**src/rtl/core/afi_pkg.sv**
```systemverilog
// ----------------------------------------------------------------------------
// Affine inverse package
// Shared types, constants and the micro-operation program of the inverse unit.
// ----------------------------------------------------------------------------
package afi_pkg;

  localparam int NUM_ELEMS = 12;
  localparam int IDX_W     = 4;
  localparam int THR_W     = 31;
  localparam logic [IDX_W-1:0] LAST_ELEM = 4'd11;

  // Command passed from the front end to the back end through the queue.
  typedef struct packed {
    logic             wr;    // element index is in range, store the value
    logic [IDX_W-1:0] idx;
    logic             last;  // run the inverse after this element
  } cmd_ctl_t;

  // Source of the wide multiplier operand.
  typedef enum logic [1:0] {
    XS_ELEM = 2'd0,
    XS_ADJ  = 2'd1,
    XS_RES  = 2'd2
  } x_src_e;

  typedef enum logic [1:0] {
    ACC_LOAD = 2'd0,
    ACC_ADD  = 2'd1,
    ACC_SUB  = 2'd2
  } acc_e;

  typedef enum logic [1:0] {
    POST_NONE = 2'd0,
    POST_ADJ  = 2'd1,
    POST_DET  = 2'd2,
    POST_TR   = 2'd3
  } post_e;

  typedef struct packed {
    x_src_e           x_src;
    logic [IDX_W-1:0] x_idx;
    logic [IDX_W-1:0] y_idx;  // always a matrix element
    acc_e             acc;
    post_e            post;
    logic [IDX_W-1:0] dst;
  } op_t;

  localparam int NUM_OPS     = 30;
  localparam int TR_OP_FIRST = 21;
  localparam int NUM_DIVS    = 9;

  // Adjugate entries (two products each), determinant, then translation.
  localparam op_t OPS [NUM_OPS] = '{
    '{XS_ELEM, 4'd5,  4'd10, ACC_LOAD, POST_NONE, 4'd0},
    '{XS_ELEM, 4'd6,  4'd9,  ACC_SUB,  POST_ADJ,  4'd0},
    '{XS_ELEM, 4'd2,  4'd9,  ACC_LOAD, POST_NONE, 4'd0},
    '{XS_ELEM, 4'd1,  4'd10, ACC_SUB,  POST_ADJ,  4'd1},
    '{XS_ELEM, 4'd1,  4'd6,  ACC_LOAD, POST_NONE, 4'd0},
    '{XS_ELEM, 4'd2,  4'd5,  ACC_SUB,  POST_ADJ,  4'd2},
    '{XS_ELEM, 4'd6,  4'd8,  ACC_LOAD, POST_NONE, 4'd0},
    '{XS_ELEM, 4'd4,  4'd10, ACC_SUB,  POST_ADJ,  4'd3},
    '{XS_ELEM, 4'd0,  4'd10, ACC_LOAD, POST_NONE, 4'd0},
    '{XS_ELEM, 4'd2,  4'd8,  ACC_SUB,  POST_ADJ,  4'd4},
    '{XS_ELEM, 4'd2,  4'd4,  ACC_LOAD, POST_NONE, 4'd0},
    '{XS_ELEM, 4'd0,  4'd6,  ACC_SUB,  POST_ADJ,  4'd5},
    '{XS_ELEM, 4'd4,  4'd9,  ACC_LOAD, POST_NONE, 4'd0},
    '{XS_ELEM, 4'd5,  4'd8,  ACC_SUB,  POST_ADJ,  4'd6},
    '{XS_ELEM, 4'd1,  4'd8,  ACC_LOAD, POST_NONE, 4'd0},
    '{XS_ELEM, 4'd0,  4'd9,  ACC_SUB,  POST_ADJ,  4'd7},
    '{XS_ELEM, 4'd0,  4'd5,  ACC_LOAD, POST_NONE, 4'd0},
    '{XS_ELEM, 4'd1,  4'd4,  ACC_SUB,  POST_ADJ,  4'd8},
    '{XS_ADJ,  4'd0,  4'd0,  ACC_LOAD, POST_NONE, 4'd0},
    '{XS_ADJ,  4'd3,  4'd1,  ACC_ADD,  POST_NONE, 4'd0},
    '{XS_ADJ,  4'd6,  4'd2,  ACC_ADD,  POST_DET,  4'd0},
    '{XS_RES,  4'd0,  4'd3,  ACC_LOAD, POST_NONE, 4'd0},
    '{XS_RES,  4'd1,  4'd7,  ACC_ADD,  POST_NONE, 4'd0},
    '{XS_RES,  4'd2,  4'd11, ACC_ADD,  POST_TR,   4'd3},
    '{XS_RES,  4'd4,  4'd3,  ACC_LOAD, POST_NONE, 4'd0},
    '{XS_RES,  4'd5,  4'd7,  ACC_ADD,  POST_NONE, 4'd0},
    '{XS_RES,  4'd6,  4'd11, ACC_ADD,  POST_TR,   4'd7},
    '{XS_RES,  4'd8,  4'd3,  ACC_LOAD, POST_NONE, 4'd0},
    '{XS_RES,  4'd9,  4'd7,  ACC_ADD,  POST_NONE, 4'd0},
    '{XS_RES,  4'd10, 4'd11, ACC_ADD,  POST_TR,   4'd11}
  };

  // Result position of each linear-part quotient, in adjugate order.
  localparam logic [IDX_W-1:0] DIV_DST [NUM_DIVS] = '{
    4'd0, 4'd1, 4'd2, 4'd4, 4'd5, 4'd6, 4'd8, 4'd9, 4'd10
  };

endpackage

```
**src/rtl/core/afi_front.sv**
```systemverilog
// ----------------------------------------------------------------------------
// Affine inverse front end
// Accepts element transactions, classifies them and queues them for the back end.
// ----------------------------------------------------------------------------
module afi_front #(
  parameter int VW = 32
) (
  input  logic                           clk_i,
  input  logic                           rst_ni,
  input  logic                           start_i,
  output logic                           busy_o,
  input  logic [afi_pkg::IDX_W-1:0]      element_index_i,
  input  logic [VW-1:0]                  element_value_i,
  input  logic                           is_last_i,
  output logic                           cmd_valid_o,
  output afi_pkg::cmd_ctl_t              cmd_ctl_o,
  output logic [VW-1:0]                  cmd_value_o,
  input  logic                           cmd_ready_i
);

  afi_pkg::cmd_ctl_t ctl_q [2];
  logic [VW-1:0]     val_q [2];
  logic              wp_q, rp_q;
  logic [1:0]        cnt_q;
  logic              push, pop;
  afi_pkg::cmd_ctl_t ctl_in;

  assign busy_o      = (cnt_q == 2'd2);
  assign push        = start_i && !busy_o;
  assign cmd_valid_o = (cnt_q != 2'd0);
  assign pop         = cmd_valid_o && cmd_ready_i;
  assign cmd_ctl_o   = ctl_q[rp_q];
  assign cmd_value_o = val_q[rp_q];

  always_comb begin
    ctl_in.wr   = (element_index_i < 4'(afi_pkg::NUM_ELEMS));
    ctl_in.idx  = element_index_i;
    ctl_in.last = is_last_i;
  end

  always_ff @(posedge clk_i or negedge rst_ni) begin
    if (!rst_ni) begin
      wp_q  <= 1'b0;
      rp_q  <= 1'b0;
      cnt_q <= 2'd0;
    end else begin
      if (push) wp_q <= ~wp_q;
      if (pop)  rp_q <= ~rp_q;
      if (push && !pop)      cnt_q <= cnt_q + 2'd1;
      else if (pop && !push) cnt_q <= cnt_q - 2'd1;
    end
  end

  always_ff @(posedge clk_i) begin
    if (push) begin
      ctl_q[wp_q] <= ctl_in;
      val_q[wp_q] <= element_value_i;
    end
  end

endmodule

```
**config.mk**
```make
export PLATFORM = sky130hd
export DESIGN_NAME = afi_front
export DESIGN_NICKNAME = d
export VERILOG_FILES = /design/src/rtl/core/afi_pkg.sv /design/src/rtl/core/afi_front.sv
export SDC_FILE = /design/constraint.sdc
export NUM_CORES = 1
export LEC_CHECK = 0
export BUFFER_PORTS_ARGS = -buffer_cell sky130_fd_sc_hd__buf_2
export CAP_MARGIN = 15
export CORE_ASPECT_RATIO = 0.75
export CORE_UTILIZATION = 28
export CTS_BUF_LIST = sky130_fd_sc_hd__clkbuf_4 sky130_fd_sc_hd__clkbuf_8
export CTS_CLUSTER_SIZE = 24
export DETAILED_ROUTE_END_ITERATION = 8
export PLACE_DENSITY = 0.6
export RECOVER_POWER = 50
export SETUP_SLACK_MARGIN = 0.02
export SLEW_MARGIN = 20
export SYNTH_ARGS = -nofsm -noshare
export SYNTH_HDL_FRONTEND = slang
export SYNTH_SLANG_ARGS = --single-unit
```
**constraint.sdc**
```tcl
create_clock -name clk_i -period 3.77 [get_ports clk_i]
set_input_delay 0.754 -clock clk_i [delete_from_list [all_inputs] [get_ports clk_i]]
set_output_delay 0.754 -clock clk_i [all_outputs]
set_load 0.05 [all_outputs]
```
Yosys cells after proc, flatten, opt, wreduce, memory -nomap -nowiden
Memory sizes are Yosys's and may differ from the RTL's. Index checks and enable logic that the tools add are counted.

Bits in registers: 4. Memory bits (writable): 76. Input port bits: 41. Output and inout port bits: 40. Memories kept: 2.

Add/subtract/negate cells: 2. Order comparisons: 1. Eq/ne operators: 1. Muxes and demuxes: 4. Bitwise operators: 2. Reduce and logical (&&, ||, !) cells: 9.

Memory list: val_q (depth 2, width 32, read ports 1, clocked after Yosys merged registers in 0, write ports 1, RTL line afi_front.sv:22) `logic [VW-1:0] val_q [2];`; ctl_q (depth 2, width 6, read ports 1, clocked after Yosys merged registers in 0, write ports 1, RTL line afi_front.sv:21) `afi_pkg::cmd_ctl_t ctl_q [2];`.

Operator list (number): $logic_and A1 B1 Y1 (4); $lt A4 B4 Y1 const B (1); $mux W2 (2); $reduce_bool A2 Y1 (2); $logic_not A1 Y1 (3); $add A2 B1 Y2 const B (1); $eq A2 B2 Y1 const B (1); $mux W1 (2); $not A1 Y1 (2); $sub A2 B1 Y2 const B (1).

Depth between registers and ports, before layout
Gate-level depths: netlist of the first run.

Depth after elaboration: 7. Gate-level depth with buffers: 7.

Worst setup path after synthesis of the first run
OpenSTA, ideal clock, no wires.

Path kind: input to register. Start: input start_i. End: memory ctl_q[0][0] (netlist name), enable pin. Setup time: 0.433 ns. Arrival: 2.445 ns. Setup slack: 0.892 ns. Cell stages on the path: 2. Cell sequence: nand2_1 nor2_1.

Cells in the longest elaborated chain, start to end: 3.

RTL lines: start: declaration (RTL line afi_front.sv:10) `input logic start_i,`; $logic_and A1 B1 Y1 (RTL line afi_front.sv:29) `assign push = start_i && !busy_o;`; $mux W1 (RTL line afi_front.sv:55) `if (push) begin`; $mux W1 (implied by the code) (RTL line afi_front.sv:56) `ctl_q[wp_q] <= ctl_in;`; end: declaration (RTL line afi_front.sv:21).

No other way between the ends.

Final worst setup path of the first run
Start: register rp_q. End: output cmd_value_o[3].

Cells in the longest elaborated chain, start to end: 1.

RTL lines: start: declaration (RTL line afi_front.sv:23) `logic wp_q, rp_q;`; start signal: assignment (RTL line afi_front.sv:48) `if (pop) rp_q <= ~rp_q;`; $mem_v2 Z2 W32; end: declaration (RTL line afi_front.sv:17) `output logic [VW-1:0] cmd_value_o,`.

No other way between the ends.

==> results.py, run 1 <==
metrics = {
    "sta": {
        "holdWs_ps": 232,
        "post-route-min-period_ps": 2800,
        "tightest_slew_ps": 1030,
        "fmax_mhz": 357,
        "hold_viol": 0,
        "rsz0062_at_grt": "false",
        "min_period_over_period": 0.743,
        "max_slew_margin": 0.316,
        "setup_viol": 0,
        "final-max-slew-violation-count": 0,
        "fin_skew_ps": 5.74,
        "tns_ps": 0,
    },
    "clocking": {
        "hold_buffers": 0,
        "clk-insertion-delay-late_ps": 350,
        "clockBufferDepth": 2,
        "cts_resized": 0,
        "htree_levels": 3,
        "cts_buffers": 9,
        "cts_setup_buffers": 0,
        "cts.sinks": 80,
        "cts_tree": "yes",
        "path_clk_slew_ps": 70,
        "root_buffer": "clkbuf_8",
    },
    "global_routing": {
        "grt_max_degree": 40,
        "grt-ovfl-total": 0,
        "groute.usage.overall": 0.0955,
        "antenna_found_initial": 0,
        "first_global_vias": 1550,
        "grt_pass1_wl_um": 7600,
    },
    "cells_and_area": {
        "layout_commonest_cell": "edfxtp_1",
        "num_antenna_cells": 0,
        "final_cell_mix": "edfxtp_1 (76), buf_2 (62), mux2_2 (28)",
        "nets": 268,
        "final_util": 0.360,
        "design_area_mm2": 0.00372,
        "area_growth_pct": 24.3,
        "drive_gt1_frac": 0.517,
    },
    "synth": {
        "syn-num-nets": 180,
        "synth_cell_type_count": 17,
        "ys_top_cells_by_area": "edfxtp_1 (76%), mux2_2 (11%), mux2_4 (5.0%), dfrtp_1 (3.3%), xnor2_1 (0.88%)",
        "synthMuxAreaShare": 0.156,
        "synth_compound_area_frac": 0,
        "ys_seq_area_frac": 0.796,
        "synthesis.area_mm2": 0.00299,
        "synth_cells": 138,
        "synth_fa_ha_area_frac": 0.00418,
        "synth_xor_area_frac": 0.0146,
        "synth.avg_cell_area_um2": 21.7,
        "synth_top_area_frac": 0.763,
        "ys_warn_count": 0,
        "synth-simple-area-share": 0.0134,
        "yosysTopAreaCell": "edfxtp_1",
        "synth_top_family_by_area": "multiplexers",
        "ys_seq_elements": 80,
    },
    "place": {
        "gp_congestion": 0.627,
        "io_buffers": 80,
        "postPlaceCellArea_mm2": 0.00354,
        "place_hpwl_um": 3110,
    },
    "setup_path": {
        "path_cells": "mux2_2 -> buf_2",
        "slowest_delay_ps": 1050,
        "cp_slowest_cell": "dfrtp_2",
        "critPathKind": "register to output port",
        "cp_num_cells": 2,
        "endpoint_kind": "output port",
        "crit_family": "flip-flops",
        "r2r_start": "cnt_q[0]",
        "critPathRequiredTime_ps": 3020,
        "crit_path_start": "rp_q",
        "cp_max_fo": 39,
        "start_kind": "register",
        "arrival_ps": 2050,
        "timing.rr.end": "ctl_q[0][5]",
        "ff2ff_path_depth": 4,
        "r2r_setup_slack_ps": 1730,
        "path_buf_inv": 1,
        "critPathCapture": "cmd_value_o[3]",
    },
    "route": {
        "met1_length_um": 2080,
        "first_iter_violations": 72,
        "antenna_left": 0,
        "wl_um": 4990,
        "drc": 0,
        "top_layer": "met4",
        "vias": 1496,
        "drt_first_pass_iters": 4,
        "routedWlPerCell_um": 13.6,
        "wl_met2_um": 2410,
        "routed_via_density": 4.09,
        "wl_met3_um": 394,
    },
    "pwr": {
        "ir_drop_v": 0.000292,
        "p_comb_frac": 0.405,
        "power_frac_seq": 0.402,
        "p_leak_nw": 1.38,
        "power.switching_mw": 1.40,
        "switching_share": 0.410,
        "p_int_mw": 2.01,
        "clock_power_share": 0.193,
        "p_total_mw": 3.40,
        "power_density_mw_per_mm2": 914,
    },
    "run_status": {
        "status": "completed",
    },
    "die": {
        "core_area_mm2": 0.0103,
        "fp.dieH_um": 91.5,
        "fp-row-count": 32,
        "start_util": 0.290,
        "ios": 81,
        "die-area_mm2": 0.0111,
        "chipWidth_um": 121,
    },
    "job": {
        "drv_cap": 0,
    },
    "min_path": {
        "holdCritPathClass": "input pin to async pin",
    },
}
cell usage after synthesis:
cell,number
nand2_1,2
xnor2_1,3
buf_6,1
edfxtp_1,76
mux2_2,28
xor2_1,2
ha_1,1
mux2_4,10
dfrtp_1,4
nand2b_1,1
nand2_2,1
nor2_1,2
inv_1,2
and3_1,1
buf_8,1
or2_2,1
buf_4,2
metrics by stage:
step | setup WS [ps] | cells
final | 970 | 366
after global routing | 843 | 366
after CTS | 896 | 366
after detailed placement | 1290 | 351
after global placement | 1260 | 351
after floorplan | 892 | 138
registers in the layout (all words and copies together), names as in the netlist:
register and count:
val_q 64, rp_q 1, wp_q 1, ctl_q 12, cnt_q 2
power groups by stage:
stage          Clock (mW)  Combinational [mW]  Sequential (mW)
5_1_grt             0.712                1.45             1.40
6_report            0.657                1.38             1.37
3_5_place_dp            0                1.40             1.40
4_1_cts             0.681                1.40             1.38
2_1_floorplan           0                1.22             1.29
3_3_place_gp            0                1.40             1.39
cells by family after synthesis:
group	after synthesis
flops	80
mux	38
fa+ha+maj	1
buf+inv	6
simple gates	8
xor+xnor	5
how the worst min path moves through the flow:
| stage | from | endpoint | slack [ps] | depth (start not counted) |
|---|---|---|---|---|
| 2_1_floorplan | rst_ni | cnt_q[0] | 460 | 0 |
| 3_3_place_gp | cnt_q[1] | cnt_q[1] | 470 | 1 |
| 3_5_place_dp | cnt_q[1] | cnt_q[1] | 510 | 1 |
| 4_1_cts | rst_ni | cnt_q[0] | 180 | 1 |
| 5_1_grt | rst_ni | cnt_q[0] | 230 | 1 |
| 6_report | rst_ni | cnt_q[0] | 230 | 1 |
metal layers:
layer	vias up	GRT usage
li1	705	-
met1	726	0.107
met2	56	0.150
met3	9	0.0484
met4	0	0.0463
met5	-	0
area by class of cell:
class / instances / area, um2
tap: 136 / 170
clock inverter: 5 / 72.6
timing repair buffer: 81 / 385
inverter: 2 / 7.51
multi-input combinational: 52 / 571
fill: 1031 / 6610
clock buffer: 10 / 131
sequential: 80 / 2380
No activity file was read; power rests on OpenSTA's default activity.
==> run 2: changes to the inputs <==
Settings changed: ABC_AREA set to 1, PLACE_DENSITY 0.6 to 0.62.
Clock period 3.77 ns to 2.43 ns, I/O delays scaled along.
==> run 2 against run 1 <==
  * Synthesized area fell by 0.21%
  * Critical path depth is 3 higher
  * Largest cell class unchanged
  * Highest routed layer unchanged
  * Count of clock-buffer cells in the layout grew 1
  * Critical endpoint is now cmd_value_o[1]
  * Worst setup slack worse by 650 ps
==> results.py, run 2 <==
metrics = {
    "clocking": {
        "path_clk_slew_ps": 80,
        "cts_buffers": 9,
        "clk-insertion-delay-late_ps": 340,
        "cts_setup_buffers": 0,
        "cts.sinks": 80,
        "cts_resized": 0,
        "root_buffer": "clkbuf_8",
        "clockBufferDepth": 2,
        "hold_buffers": 1,
        "htree_levels": 3,
        "cts_tree": "yes",
    },
    "sta": {
        "hold_viol": 0,
        "tightest_slew_ps": 1070,
        "tns_ps": 0,
        "fin_skew_ps": 6.34,
        "fmax_mhz": 474,
        "post-route-min-period_ps": 2110,
        "rsz0062_at_grt": "false",
        "final-max-slew-violation-count": 0,
        "setup_viol": 0,
        "min_period_over_period": 0.868,
        "post-route-worst-setup-slack_ps": 322,
        "holdWs_ps": 325,
        "max_slew_margin": 0.287,
    },
    "route": {
        "vias": 1891,
        "antenna_left": 0,
        "routedWlPerCell_um": 12.8,
        "drc": 0,
        "drt_first_pass_iters": 4,
        "wl_um": 5890,
        "routed_via_density": 4.11,
        "first_iter_violations": 98,
    },
    "synth": {
        "syn-num-nets": 273,
        "ys_seq_area_frac": 0.798,
        "ys_dominant_reg_cell": "edfxtp_1",
        "yosysMostFrequentCell": "nand2_1",
        "synth_top_area_frac": 0.764,
        "synth_async_sr_flop_share": 0.0500,
        "synth_common_cells": "nand2_1 (126), edfxtp_1 (76), inv_1 (7)",
        "synth_cell_type_count": 13,
        "synth.avg_cell_area_um2": 12.9,
        "ys_warn_count": 0,
        "synth_edf_count": 76,
        "ys_seq_elements": 80,
        "yosysTopAreaCell": "edfxtp_1",
        "ys_top_cells_by_area": "edfxtp_1 (76%), nand2_1 (16%), dfrtp_1 (3.4%), inv_1 (0.88%), buf_2 (0.84%)",
        "synth_cells": 231,
        "synthesis.area_mm2": 0.00299,
    },
    "global_routing": {
        "grtUsageMet1": 0.131,
        "grt-ovfl-total": 0,
        "first_global_vias": 1955,
        "grtUsageMet3": 0.0490,
        "groute.usage.overall": 0.116,
        "grt_util_met2": 0.196,
        "grt_max_degree": 40,
        "busiest_layer": "met2",
        "grt_pass1_wl_um": 9320,
        "antenna_found_initial": 0,
    },
    "setup_path": {
        "r2r_start": "cnt_q[1]",
        "critPathRequiredTime_ps": 1940,
        "start_kind": "register",
        "endpoint_kind": "output port",
        "arrival_ps": 1620,
        "r2r_setup_slack_ps": 420,
        "cp_max_fo": 39,
        "timing.rr.end": "val_q[1][22]",
        "critPathKind": "register to output port",
        "ff2ff_path_depth": 4,
    },
    "die": {
        "fp-row-count": 32,
        "core_area_mm2": 0.0103,
        "die-area_mm2": 0.0111,
        "chipWidth_um": 121,
        "ios": 81,
        "start_util": 0.289,
        "fp.dieH_um": 91.4,
    },
    "cells_and_area": {
        "largest_reg_flops": 64,
        "top_register": "val_q",
        "layout_commonest_cell": "nand2_1",
        "top_regs": "val_q x64, ctl_q x12, cnt_q x2",
        "final_cell_mix": "nand2_1 (126), edfxtp_1 (76), buf_2 (58)",
        "nets": 361,
        "num_antenna_cells": 0,
        "area_growth_pct": 25.9,
        "drive_gt1_frac": 0.247,
    },
    "place": {
        "place_hpwl_um": 3610,
        "io_buffers": 80,
        "place_ws_ps": 664,
        "gp_congestion": 0.748,
    },
    "min_path": {
        "hold_path_end": "ctl_q[1][1]",
        "holdCritPathClass": "input pin to register",
        "min_from": "element_index_i[0]",
        "whs_path_depth": 1,
    },
    "job": {
        "drv_cap": 0,
    },
    "run_status": {
        "status": "completed",
    },
}
-- run 2: area by class of cell --
| cell class | instances | area, um2 |
|---|---|---|
| fill | 1050 | 6570 |
| sequential | 80 | 2380 |
| multi-input combinational | 135 | 534 |
| timing repair buffer | 85 | 423 |
| tap | 136 | 170 |
| clock buffer | 11 | 139 |
| clock inverter | 5 | 81.3 |
| inverter | 8 | 30.0 |
-- run 2: cell families after synthesis --
kind of cell	count (synthesis)	synth area share
simple gates	132	0.168
flops	80	0.798
compound gates	1	0.00167
xor+xnor	1	0.00293
buf+inv	16	0.0260
fa+ha+maj	1	0.00419
-- run 2: worst max-delay path by stage --
stage / slack (ps) / startpoint / depth (start not counted) / to
3_5_place_dp: 660 / rp_q / 5 / cmd_value_o[1]
6_report: 320 / rp_q / 5 / cmd_value_o[1]
2_1_floorplan: 230 / cnt_q[0] / 4 / ctl_q[0][0]
5_1_grt: 140 / rp_q / 5 / cmd_value_o[1]
3_3_place_gp: 650 / rp_q / 5 / cmd_value_o[1]
4_1_cts: 270 / rp_q / 5 / cmd_value_o[1]
-- run 2: metrics by stage --
stage,cell area (um2),instances,util
3_3_place_gp,3570,443,0.346
3_5_place_dp,3570,443,0.346
5_1_grt,3760,460,0.364
6_report,3760,460,0.364
4_1_cts,3800,460,0.368
2_1_floorplan,2990,231,-
-- run 2: layer usage --
metal  up-vias  wire length [um]
met3        11               337
met4         0               102
met2        67              2860
met5         -                 0
li1        941                 -
met1       872              2590
-- run 2: worst max-delay path, stage by stage (launching register included) --
cell and delay, ps:
dfrtp_1 400, inv_2 50, buf_4 380, nand2_1 100, nand2_1 90, buf_2 270
Power of run 2 is left out: the tool's default activity adds up to more than one toggle a clock period on the data nets, which glitch-free logic cannot reach.
